<file path="src/design/ple_pkg.sv">
// shared types, codes and defaults for the positional list engine
`default_nettype none

package ple_pkg;

  // field widths of the request and response items
  localparam int unsigned ACTION_W   = 3;
  localparam int unsigned POSITION_W = 5;
  localparam int unsigned VALUE_W    = 32;
  localparam int unsigned STATUS_W   = 2;
  localparam int unsigned LENGTH_W   = 5;

  // parameter defaults
  localparam int unsigned DEF_CAPACITY   = 16;
  localparam int unsigned DEF_DATA_WIDTH = 32;

  typedef enum logic [ACTION_W-1:0] {
    ACT_ADD_FRONT    = 3'd0,
    ACT_ADD_REAR     = 3'd1,
    ACT_INSERT_AT    = 3'd2,
    ACT_REMOVE_FRONT = 3'd3,
    ACT_REMOVE_REAR  = 3'd4,
    ACT_REMOVE_AT    = 3'd5
  } ple_action_e;

  typedef enum logic [STATUS_W-1:0] {
    STS_OK        = 2'd0,
    STS_UNDERFLOW = 2'd1,
    STS_RANGE     = 2'd2,
    STS_FULL      = 2'd3
  } ple_status_e;

  typedef enum logic [3:0] {
    ST_IDLE,
    ST_DECODE,
    ST_UP_RD,
    ST_UP_WR,
    ST_PUT,
    ST_RM_RD,
    ST_RM_CAP,
    ST_DN_RD,
    ST_DN_WR,
    ST_FINISH
  } ple_state_e;

  typedef enum logic [2:0] {
    KOP_HOLD,
    KOP_LOAD_INS,
    KOP_LOAD_RM,
    KOP_DEC,
    KOP_INC
  } ple_kop_e;

  typedef enum logic [1:0] {
    RD_NONE,
    RD_K_MINUS,
    RD_IDX,
    RD_K_PLUS
  } ple_rd_e;

  typedef enum logic [1:0] {
    WR_NONE,
    WR_SHIFT,
    WR_PUT
  } ple_wr_e;

  // controller to datapath
  typedef struct packed {
    logic     in_ready;
    logic     load_item;
    ple_kop_e k_op;
    ple_rd_e  rd_sel;
    ple_wr_e  wr_sel;
    logic     cap_removed;
    logic     finish;
  } ple_cmd_t;

  // datapath to controller
  typedef struct packed {
    logic in_valid;
    logic ins_ok;
    logic rm_ok;
    logic ins_no_shift;
    logic up_last;
    logic dn_first_more;
    logic dn_more;
    logic out_free;
  } ple_stat_t;

endpackage

`default_nettype wire

</file>
<file path="src/design/ple_req_if.sv">
// request channel: action, position and value with valid/ready
`default_nettype none

interface ple_req_if;
  import ple_pkg::*;

  logic                  valid;
  logic                  ready;
  logic [ACTION_W-1:0]   action;
  logic [POSITION_W-1:0] position;
  logic [VALUE_W-1:0]    value;

  modport source (output valid, action, position, value, input ready);
  modport sink   (input valid, action, position, value, output ready);
endinterface

`default_nettype wire

</file>
<file path="src/design/ple_rsp_if.sv">
// response channel: status, removed value and length with valid/ready
`default_nettype none

interface ple_rsp_if;
  import ple_pkg::*;

  logic                valid;
  logic                ready;
  logic [STATUS_W-1:0] status;
  logic [VALUE_W-1:0]  removed_value;
  logic [LENGTH_W-1:0] length;

  modport source (output valid, status, removed_value, length, input ready);
  modport sink   (input valid, status, removed_value, length, output ready);
endinterface

`default_nettype wire

</file>
<file path="src/design/positional_list_engine_top.sv">
// top level of the positional list engine: controller plus datapath
`default_nettype none

// Bounded ordered list of up to CAPACITY values addressed by 1-based
// positions. One request per transfer: add front, add rear, insert at a
// position, remove front, remove rear or remove at a position; each gives
// one response with status, removed value (zero unless a removal succeeded)
// and the length afterwards (low five bits of the count). Elements live in
// a single-port-read, single-port-write memory and are moved one at a time,
// each moved element read and then written. A rejected or ignored request
// goes straight to the response register; an insert first shifts the m
// elements behind its position up and then writes the new value; a removal
// reads and captures the removed value and then shifts the m elements
// behind it down, where m is at most CAPACITY - 1. A new request is taken
// once the previous one has been loaded into the response register, even
// while that response still waits for its transfer; a finished request
// holds until the response register is free.

module positional_list_engine_top #(
  parameter int unsigned CAPACITY   = ple_pkg::DEF_CAPACITY,
  parameter int unsigned DATA_WIDTH = ple_pkg::DEF_DATA_WIDTH
) (
  input  wire logic clk_i,
  input  wire logic rst_ni,
  ple_req_if.sink   req_i,
  ple_rsp_if.source rsp_o
);
  import ple_pkg::*;

  ple_cmd_t  cmd;
  ple_stat_t stat;

  ple_ctrl u_ctrl (
    .clk_i  (clk_i),
    .rst_ni (rst_ni),
    .stat_i (stat),
    .cmd_o  (cmd)
  );

  ple_datapath #(
    .CAPACITY   (CAPACITY),
    .DATA_WIDTH (DATA_WIDTH)
  ) u_datapath (
    .clk_i  (clk_i),
    .rst_ni (rst_ni),
    .cmd_i  (cmd),
    .stat_o (stat),
    .req_i  (req_i),
    .rsp_o  (rsp_o)
  );

endmodule

`default_nettype wire

</file>
<file path="src/design/ple_ctrl.sv">
// sequencing state machine for the positional list engine
`default_nettype none

module ple_ctrl (
  input  wire logic                clk_i,
  input  wire logic                rst_ni,
  input  wire ple_pkg::ple_stat_t  stat_i,
  output ple_pkg::ple_cmd_t        cmd_o
);
  import ple_pkg::*;

  ple_state_e state_q, state_d;

  always_ff @(posedge clk_i or negedge rst_ni) begin
    if (!rst_ni) begin
      state_q <= ST_IDLE;
    end else begin
      state_q <= state_d;
    end
  end

  always_comb begin
    state_d = state_q;
    case (state_q)
      ST_IDLE: begin
        if (stat_i.in_valid) state_d = ST_DECODE;
      end
      ST_DECODE: begin
        if (stat_i.ins_ok) begin
          state_d = stat_i.ins_no_shift ? ST_PUT : ST_UP_RD;
        end else if (stat_i.rm_ok) begin
          state_d = ST_RM_RD;
        end else begin
          state_d = ST_FINISH;
        end
      end
      ST_UP_RD:  state_d = ST_UP_WR;
      ST_UP_WR:  state_d = stat_i.up_last ? ST_PUT : ST_UP_RD;
      ST_PUT:    state_d = ST_FINISH;
      ST_RM_RD:  state_d = ST_RM_CAP;
      ST_RM_CAP: state_d = stat_i.dn_first_more ? ST_DN_RD : ST_FINISH;
      ST_DN_RD:  state_d = ST_DN_WR;
      ST_DN_WR:  state_d = stat_i.dn_more ? ST_DN_RD : ST_FINISH;
      ST_FINISH: begin
        if (stat_i.out_free) state_d = ST_IDLE;
      end
      default:   state_d = ST_IDLE;
    endcase
  end

  always_comb begin
    cmd_o = '{
      in_ready:    1'b0,
      load_item:   1'b0,
      k_op:        KOP_HOLD,
      rd_sel:      RD_NONE,
      wr_sel:      WR_NONE,
      cap_removed: 1'b0,
      finish:      1'b0
    };
    case (state_q)
      ST_IDLE: begin
        cmd_o.in_ready  = 1'b1;
        cmd_o.load_item = stat_i.in_valid;
      end
      ST_DECODE: begin
        if (stat_i.ins_ok) cmd_o.k_op = KOP_LOAD_INS;
      end
      ST_UP_RD: cmd_o.rd_sel = RD_K_MINUS;
      ST_UP_WR: begin
        cmd_o.wr_sel = WR_SHIFT;
        cmd_o.k_op   = KOP_DEC;
      end
      ST_PUT: cmd_o.wr_sel = WR_PUT;
      ST_RM_RD: begin
        cmd_o.rd_sel = RD_IDX;
        cmd_o.k_op   = KOP_LOAD_RM;
      end
      ST_RM_CAP: cmd_o.cap_removed = 1'b1;
      ST_DN_RD:  cmd_o.rd_sel = RD_K_PLUS;
      ST_DN_WR: begin
        cmd_o.wr_sel = WR_SHIFT;
        cmd_o.k_op   = KOP_INC;
      end
      ST_FINISH: cmd_o.finish = stat_i.out_free;
      default: ;
    endcase
  end

endmodule

`default_nettype wire

</file>
<file path="src/design/ple_datapath.sv">
// element memory, count, decode checks and response register
`default_nettype none

module ple_datapath #(
  parameter int unsigned CAPACITY   = ple_pkg::DEF_CAPACITY,
  parameter int unsigned DATA_WIDTH = ple_pkg::DEF_DATA_WIDTH
) (
  input  wire logic               clk_i,
  input  wire logic               rst_ni,
  input  wire ple_pkg::ple_cmd_t  cmd_i,
  output ple_pkg::ple_stat_t      stat_o,
  ple_req_if.sink                 req_i,
  ple_rsp_if.source               rsp_o
);
  import ple_pkg::*;

  localparam int unsigned IW   = $clog2(CAPACITY);
  localparam int unsigned CW   = $clog2(CAPACITY + 1);
  localparam int unsigned CMPW = ((CW > POSITION_W) ? CW : POSITION_W) + 1;
  localparam int unsigned VXW  = (DATA_WIDTH > VALUE_W) ? DATA_WIDTH : VALUE_W;
  localparam int unsigned LXW  = (CW > LENGTH_W) ? CW : LENGTH_W;

  logic [DATA_WIDTH-1:0] mem [CAPACITY];

  logic [ACTION_W-1:0]   action_q;
  logic [POSITION_W-1:0] pos_q;
  logic [DATA_WIDTH-1:0] value_q;
  logic [CW-1:0]         count_q, count_d;
  logic [IW-1:0]         k_q, k_d;
  logic [DATA_WIDTH-1:0] rdata_q;
  logic [DATA_WIDTH-1:0] rem_q;

  logic                  out_valid_q;
  logic [STATUS_W-1:0]   out_status_q;
  logic [VALUE_W-1:0]    out_removed_q;
  logic [LENGTH_W-1:0]   out_length_q;

  logic [VXW-1:0]        value_ext;
  logic [VXW-1:0]        rem_ext;
  logic [LXW-1:0]        len_ext;
  logic [CMPW-1:0]       pos_ext, cnt_ext, pos_m1, k_ext;
  logic [CW-1:0]         cnt_m1;
  logic [IW-1:0]         idx, k_m1, k_p1;
  logic                  full, empty, pos_zero;
  logic                  ins_ok, rm_ok;
  ple_status_e           sts;

  logic                  rd_en, wr_en;
  logic [IW-1:0]         rd_addr, wr_addr;
  logic [DATA_WIDTH-1:0] wr_data;
  logic                  out_free;

  assign value_ext = VXW'(req_i.value);

  assign pos_ext  = CMPW'(pos_q);
  assign cnt_ext  = CMPW'(count_q);
  assign pos_m1   = pos_ext - CMPW'(1);
  assign cnt_m1   = count_q - CW'(1);
  assign k_ext    = CMPW'(k_q);
  assign k_m1     = k_q - IW'(1);
  assign k_p1     = k_q + IW'(1);
  assign full     = (count_q == CW'(CAPACITY));
  assign empty    = (count_q == '0);
  assign pos_zero = (pos_q == '0);

  // check the latched item against the current count
  always_comb begin
    sts    = STS_OK;
    ins_ok = 1'b0;
    rm_ok  = 1'b0;
    idx    = '0;
    case (action_q)
      ACT_ADD_FRONT: begin
        if (full) sts = STS_FULL;
        else ins_ok = 1'b1;
      end
      ACT_ADD_REAR: begin
        idx = count_q[IW-1:0];
        if (full) sts = STS_FULL;
        else ins_ok = 1'b1;
      end
      ACT_INSERT_AT: begin
        idx = pos_m1[IW-1:0];
        if (pos_zero || (pos_ext > cnt_ext + CMPW'(1))) sts = STS_RANGE;
        else if (full) sts = STS_FULL;
        else ins_ok = 1'b1;
      end
      ACT_REMOVE_FRONT: begin
        if (empty) sts = STS_UNDERFLOW;
        else rm_ok = 1'b1;
      end
      ACT_REMOVE_REAR: begin
        idx = cnt_m1[IW-1:0];
        if (empty) sts = STS_UNDERFLOW;
        else rm_ok = 1'b1;
      end
      ACT_REMOVE_AT: begin
        idx = pos_m1[IW-1:0];
        if (pos_zero || (pos_ext > cnt_ext)) sts = STS_RANGE;
        else rm_ok = 1'b1;
      end
      default: ;
    endcase
  end

  assign out_free = !out_valid_q || rsp_o.ready;

  always_comb begin
    stat_o.in_valid      = req_i.valid;
    stat_o.ins_ok        = ins_ok;
    stat_o.rm_ok         = rm_ok;
    stat_o.ins_no_shift  = (cnt_ext == CMPW'(idx));
    stat_o.up_last       = (k_m1 == idx);
    stat_o.dn_first_more = (k_ext + CMPW'(1) < cnt_ext);
    stat_o.dn_more       = (k_ext + CMPW'(2) < cnt_ext);
    stat_o.out_free      = out_free;
  end

  // latch the item on transfer
  always_ff @(posedge clk_i) begin
    if (cmd_i.load_item) begin
      action_q <= req_i.action;
      pos_q    <= req_i.position;
      value_q  <= value_ext[DATA_WIDTH-1:0];
    end
  end

  // shift pointer
  always_comb begin
    k_d = k_q;
    case (cmd_i.k_op)
      KOP_LOAD_INS: k_d = count_q[IW-1:0];
      KOP_LOAD_RM:  k_d = idx;
      KOP_DEC:      k_d = k_m1;
      KOP_INC:      k_d = k_p1;
      default:      k_d = k_q;
    endcase
  end

  always_ff @(posedge clk_i) begin
    k_q <= k_d;
  end

  // single read, single write element memory
  always_comb begin
    rd_en   = 1'b1;
    rd_addr = idx;
    case (cmd_i.rd_sel)
      RD_K_MINUS: rd_addr = k_m1;
      RD_IDX:     rd_addr = idx;
      RD_K_PLUS:  rd_addr = k_p1;
      default:    rd_en   = 1'b0;
    endcase
  end

  always_comb begin
    wr_en   = 1'b1;
    wr_addr = k_q;
    wr_data = rdata_q;
    case (cmd_i.wr_sel)
      WR_SHIFT: begin
        wr_addr = k_q;
        wr_data = rdata_q;
      end
      WR_PUT: begin
        wr_addr = idx;
        wr_data = value_q;
      end
      default: wr_en = 1'b0;
    endcase
  end

  always_ff @(posedge clk_i) begin
    if (wr_en) mem[wr_addr] <= wr_data;
    if (rd_en) rdata_q <= mem[rd_addr];
  end

  always_ff @(posedge clk_i) begin
    if (cmd_i.cap_removed) rem_q <= rdata_q;
  end

  assign rem_ext = VXW'(rem_q);

  always_comb begin
    count_d = count_q;
    if (ins_ok) count_d = count_q + CW'(1);
    else if (rm_ok) count_d = count_q - CW'(1);
  end

  assign len_ext = LXW'(count_d);

  always_ff @(posedge clk_i or negedge rst_ni) begin
    if (!rst_ni) begin
      count_q     <= '0;
      out_valid_q <= 1'b0;
    end else begin
      if (cmd_i.finish) begin
        count_q     <= count_d;
        out_valid_q <= 1'b1;
      end else if (rsp_o.ready) begin
        out_valid_q <= 1'b0;
      end
    end
  end

  always_ff @(posedge clk_i) begin
    if (cmd_i.finish) begin
      out_status_q  <= sts;
      out_removed_q <= rm_ok ? rem_ext[VALUE_W-1:0] : '0;
      out_length_q  <= len_ext[LENGTH_W-1:0];
    end
  end

  assign req_i.ready         = cmd_i.in_ready;
  assign rsp_o.valid         = out_valid_q;
  assign rsp_o.status        = out_status_q;
  assign rsp_o.removed_value = out_removed_q;
  assign rsp_o.length        = out_length_q;

endmodule

`default_nettype wire

</file>
<file path="src/flat_wrapper.sv">
// flat-port wrapper written by rule: the top's interface ports become plain ports
module positional_list_engine_top_flat import ple_pkg::*;
#(
  parameter int unsigned CAPACITY   = ple_pkg::DEF_CAPACITY,
  parameter int unsigned DATA_WIDTH = ple_pkg::DEF_DATA_WIDTH
)
  (clk_i, rst_ni, req_i_valid, req_i_action, req_i_position, req_i_value, req_i_ready, rsp_o_valid, rsp_o_status, rsp_o_removed_value, rsp_o_length, rsp_o_ready);
  ple_req_if req_i_i ();
  ple_rsp_if rsp_o_i ();
  input  wire logic clk_i;
  input  wire logic rst_ni;
  input wire logic [$bits(req_i_i.valid)-1:0] req_i_valid;
  input wire logic [$bits(req_i_i.action)-1:0] req_i_action;
  input wire logic [$bits(req_i_i.position)-1:0] req_i_position;
  input wire logic [$bits(req_i_i.value)-1:0] req_i_value;
  output wire logic [$bits(req_i_i.ready)-1:0] req_i_ready;
  output wire logic [$bits(rsp_o_i.valid)-1:0] rsp_o_valid;
  output wire logic [$bits(rsp_o_i.status)-1:0] rsp_o_status;
  output wire logic [$bits(rsp_o_i.removed_value)-1:0] rsp_o_removed_value;
  output wire logic [$bits(rsp_o_i.length)-1:0] rsp_o_length;
  input wire logic [$bits(rsp_o_i.ready)-1:0] rsp_o_ready;
  assign req_i_i.valid = req_i_valid;
  assign req_i_i.action = req_i_action;
  assign req_i_i.position = req_i_position;
  assign req_i_i.value = req_i_value;
  assign req_i_ready = req_i_i.ready;
  assign rsp_o_valid = rsp_o_i.valid;
  assign rsp_o_status = rsp_o_i.status;
  assign rsp_o_removed_value = rsp_o_i.removed_value;
  assign rsp_o_length = rsp_o_i.length;
  assign rsp_o_i.ready = rsp_o_ready;
  positional_list_engine_top #(.CAPACITY(CAPACITY), .DATA_WIDTH(DATA_WIDTH)) u_core (.clk_i(clk_i), .rst_ni(rst_ni), .req_i(req_i_i), .rsp_o(rsp_o_i));
endmodule
</file>
<file path="config.mk">
export PLATFORM = sky130hd
export DESIGN_NAME = positional_list_engine_top_flat
export DESIGN_NICKNAME = d
export VERILOG_FILES = /design/src/design/ple_pkg.sv /design/src/design/ple_req_if.sv /design/src/design/ple_rsp_if.sv /design/src/design/positional_list_engine_top.sv /design/src/design/ple_ctrl.sv /design/src/design/ple_datapath.sv /design/src/flat_wrapper.sv
export SDC_FILE = /design/constraint.sdc
export NUM_CORES = 1
export LEC_CHECK = 0
export ABC_CLOCK_PERIOD_IN_PS = 5800
export BUFFER_PORTS_ARGS = -buffer_cell sky130_fd_sc_hd__buf_2
export CELL_PAD_IN_SITES_DETAIL_PLACEMENT = 0
export CELL_PAD_IN_SITES_GLOBAL_PLACEMENT = 2
export CORE_MARGIN = 1
export CORE_UTILIZATION = 49
export DETAILED_ROUTE_END_ITERATION = 6
export PLACE_DENSITY_LB_ADDON = 0.1
export SETUP_SLACK_MARGIN = 0.05
export SYNTH_ARGS = -nofsm -noshare
export SYNTH_HDL_FRONTEND = slang
export SYNTH_HIERARCHICAL = 1
export SYNTH_SLANG_ARGS = --single-unit
export TNS_END_PERCENT = 10
</file>
<file path="constraint.sdc">
create_clock -name clk_i -period 5.8 [get_ports clk_i]
set_input_delay 0.58 -clock clk_i [delete_from_list [all_inputs] [get_ports clk_i]]
set_output_delay 0.58 -clock clk_i [all_outputs]
set_load 0.05 [all_outputs]
</file>
==> results.toml <==
[placed_design]
numPortBuffers = 84
placedInstanceArea_um2 = 32500
finalWeightedCongestion = 0.828
dpl.hpwl_um = 51100
dpl_worst_slack_ns = 1.46

[final_layout]
n_antenna_cell = 0
syn_to_final_growth_pct = 11.3
finalCoreUtilization_pct = 55.3
num-nets-final = 2445
finish.instance_area_um2 = 34900
layout-drive-gt1-share_pct = 20.2

[sta]
finalHoldViolCount = 0
finalCriticalPeriod_ns = 4.38
finalSetupViolCount = 0
maxSlewViolCount = 0
finalWorstSetupSlack_ns = 1.42
post-route-period-util_pct = 75.5
worst_clock_skew_ns = 0.0211
timing.fmax_ghz = 0.228
setup_repair_after_global_routing_missed_its_margin = "no"
setup_tns_ns = 0
worst_slew_margin_rel_pct = 18.7
worst_pin_slew_ns = 1.22

[critical_path]
start_kind = "register"
worst-path-buf-inv = 2
cpMostUsedCell = "buf_4"
critPathKind = "reg -> reg"
max_stage_delay_ns = 0.82
critPathTopFamily = "compound AO/OA/AOI/OAI gates"
worst_path_fanout_max = 46
worst_path_max_delay_cell = "a21o_1"
worst_setup_path_end_kind = "register"
worst_path_cell_trace = "nor3b_2 > buf_4 > a21o_1 > nor2_4 > buf_4 > a221o_1 > o32ai_1 > a22oi_1"
cp.arrival_ns = 4.70
cp.required_ns = 6.12

[floorplan]
dieWidth_um = 255
core_area_um2 = 63200
die_area_um2 = 65100
std_cell_rows = 92
initial_utilization_pct = 49.7
chipHeight_um = 255
pin_count = 85

[synthesis]
netlist-cell-type-count = 88
synth.avg_cell_area_um2 = 13.3
synthTopCellsByCount = "659 x edfxtp_1, 343 x nand2_1, 163 x mux2_2, 141 x a21oi_1, 97 x a22oi_1"
yosysWarnings = 6
syn-instance-count = 2353
synth-seq-cells = 669
yosys.cell_count.top_type = "edfxtp_1"
synth.mux.area_fraction_pct = 7.00
synth_compound_gate_area_share_pct = 15.1
synth-seq-area-share_pct = 63.8
synth_enable_flop_cells = 659
async_flop_share_pct = 1.49
yosys.area_share.simple_pct = 8.63
synthesis.nets = 2424
netlist.area_leader.share_pct = 63.0
main_combinational_cell_family_by_area_after_synthesis = "compound AO/OA/AOI/OAI gates"
synth_area_in_xor_xnor_pct = 0.837
largest_area_contributor_in_the_synthesized_netlist = "edfxtp_1"
synth_top_cells_by_area = "edfxtp_1 63%, mux2_2 5.8%, nand2_1 4.1%, a22oi_1 2.3%, a21oi_1 2.2%"
synth_area_um2 = 31400
synth-adder-area-share_pct = 1.08
ys.flop_type = "edfxtp_1"

[power]
total_leakage_power_nw = 11.7
ir_drop_mv = 0.416
power_density_nw_per_um2 = 588

[global_routing]
number_of_global_route_vias_before_repair = 20600
global_route_wire_length_before_repair_um = 136000
grt_start_max_net_pins = 139
antenna_found_initial = 1
total_global_routing_overflow = 0
grt_use_total_pct = 29.0

[clock_network]
cts_root_buffer = "clkbuf_16"
clockBufferDepth = 3
cts.htree.levels = 3
tritoncts = "done"
cts.reportedPaths.clkPinSlew_ns = 0.06
clk_latency_ns = 0.63
numCtsBuffers = 75
post_cts_resized = 0
clock-sinks = 669

[min_path]
min_path_type = "in -> reg"

[drt]
route.detailed.wl_per_inst_um = 28.6
drtIter0Drc = 2021
detail_route.first_pass.iterations = 6
via_count = 21000
routed_via_density = 6.40
routed_wirelength_um = 93700
ant_nets = 0
remaining_drc_errors = 0

[outcome]
run_status = "completed"

[job]
max-cap-violations = 0
[report_power, final]
group,total (mW),internal [mW],switching [mW]
Combinational,8.70,2.90,5.81
Clock,4.66,2.72,1.94
Sequential,7.16,6.75,0.419
Total,20.5,12.4,8.16
[layer usage]
layer	routed length (um)	vias up	global-route usage, %
li1	-	9190	-
met1	40200	10700	40.4
met2	43800	932	46.1
met3	7140	175	5.05
met4	2610	2	9.22
met5	20	-	0
[placed cells by master, fill, tap and decap left out, types with 26 or more instances in the layout]
cell / n
a22oi_1: 97
a221o_1: 31
a21boi_0: 61
nand3_1: 48
nor2_1: 27
o22a_1: 31
ha_1: 26
buf_2: 84
a31oi_1: 65
nand2_1: 343
and2_1: 36
mux2i_1: 34
a21oi_1: 141
o32ai_1: 29
mux2_2: 163
xnor2_1: 26
clkbuf_16: 78
a22o_1: 64
edfxtp_1: 659
buf_4: 49
and4_1: 31
[registers in the layout (all words and copies together) (netlist names), 5 cells and up]
register,flops
u_core/u_datapath/pos_q,5
u_core/u_datapath/rdata_q,32
u_core/u_datapath/rem_ext,32
u_core/u_datapath/mem,512
u_core/u_datapath/rsp_o.removed_value,32
u_core/u_datapath/count_q,5
u_core/u_datapath/rsp_o.length,5
u_core/u_datapath/value_q,32
[layout make-up]
| type | instances | area, um^2 |
|---|---|---|
| fillers | 5157 | 28300 |
| flip-flops and latches | 669 | 20000 |
| clock buffers | 92 | 2000 |
| multi-input cells | 1466 | 10400 |
| clock inverters | 43 | 375 |
| inverters | 22 | 82.6 |
| well taps | 846 | 1060 |
| repair buffers | 140 | 918 |
[final timing paths]
check | from | endpoint | slack (ns) | cells past startpoint
max | u_core/u_ctrl/state_q[1]$_DFFE_PN0P_ | u_core/u_datapath/rdata_q[24]$_DFFE_PP_ | 1.42 | 8
min | req_i_value[25] | u_core/u_datapath/value_q[25]$_DFFE_PP_ | 0.13 | 1
max reg2reg | u_core/u_ctrl/state_q[1]$_DFFE_PN0P_ | u_core/u_datapath/rdata_q[24]$_DFFE_PP_ | 1.42 | 8
min reg2reg | u_core/u_datapath/rdata_q[2]$_DFFE_PP_ | u_core/u_datapath/rem_ext[2]$_DFFE_PP_ | 0.45 | 0
max in group asynchronous | rst_ni | u_core/u_datapath/count_q[3]$_DFFE_PN0P_ | 5.23 | 2
min in group asynchronous | rst_ni | u_core/u_datapath/count_q[0]$_DFFE_PN0P_ | 0.36 | 2
[cells by family after synthesis]
logic type | count (synthesis)
buffers and inverters | 218
xor gates and xnor gates | 30
and+or+nand+nor | 571
muxes | 198
DFF | 669
adders and majority gates | 27
AOI/OAI and AO/OA | 640
[stage by stage]
stage                     cells  hold slack, ns  power (mW)
after floorplan            2353           0.284        13.1
after global placement     3142           0.432        15.7
after detailed placement   3142           0.434        15.9
after CTS                  3278          0.0995        20.5
after global routing       3278           0.108        21.4
final                      3278           0.130        20.5
[what timing repair did]
| item | 4_1_cts | 5_1_grt |
|---|---|---|
| hold buffers | 1 | 0 |
| endpoints found under the hold margin | 10 | 0 |
| setup buffers | 0 | 0 |
Power figures use the tool's default switching activity.
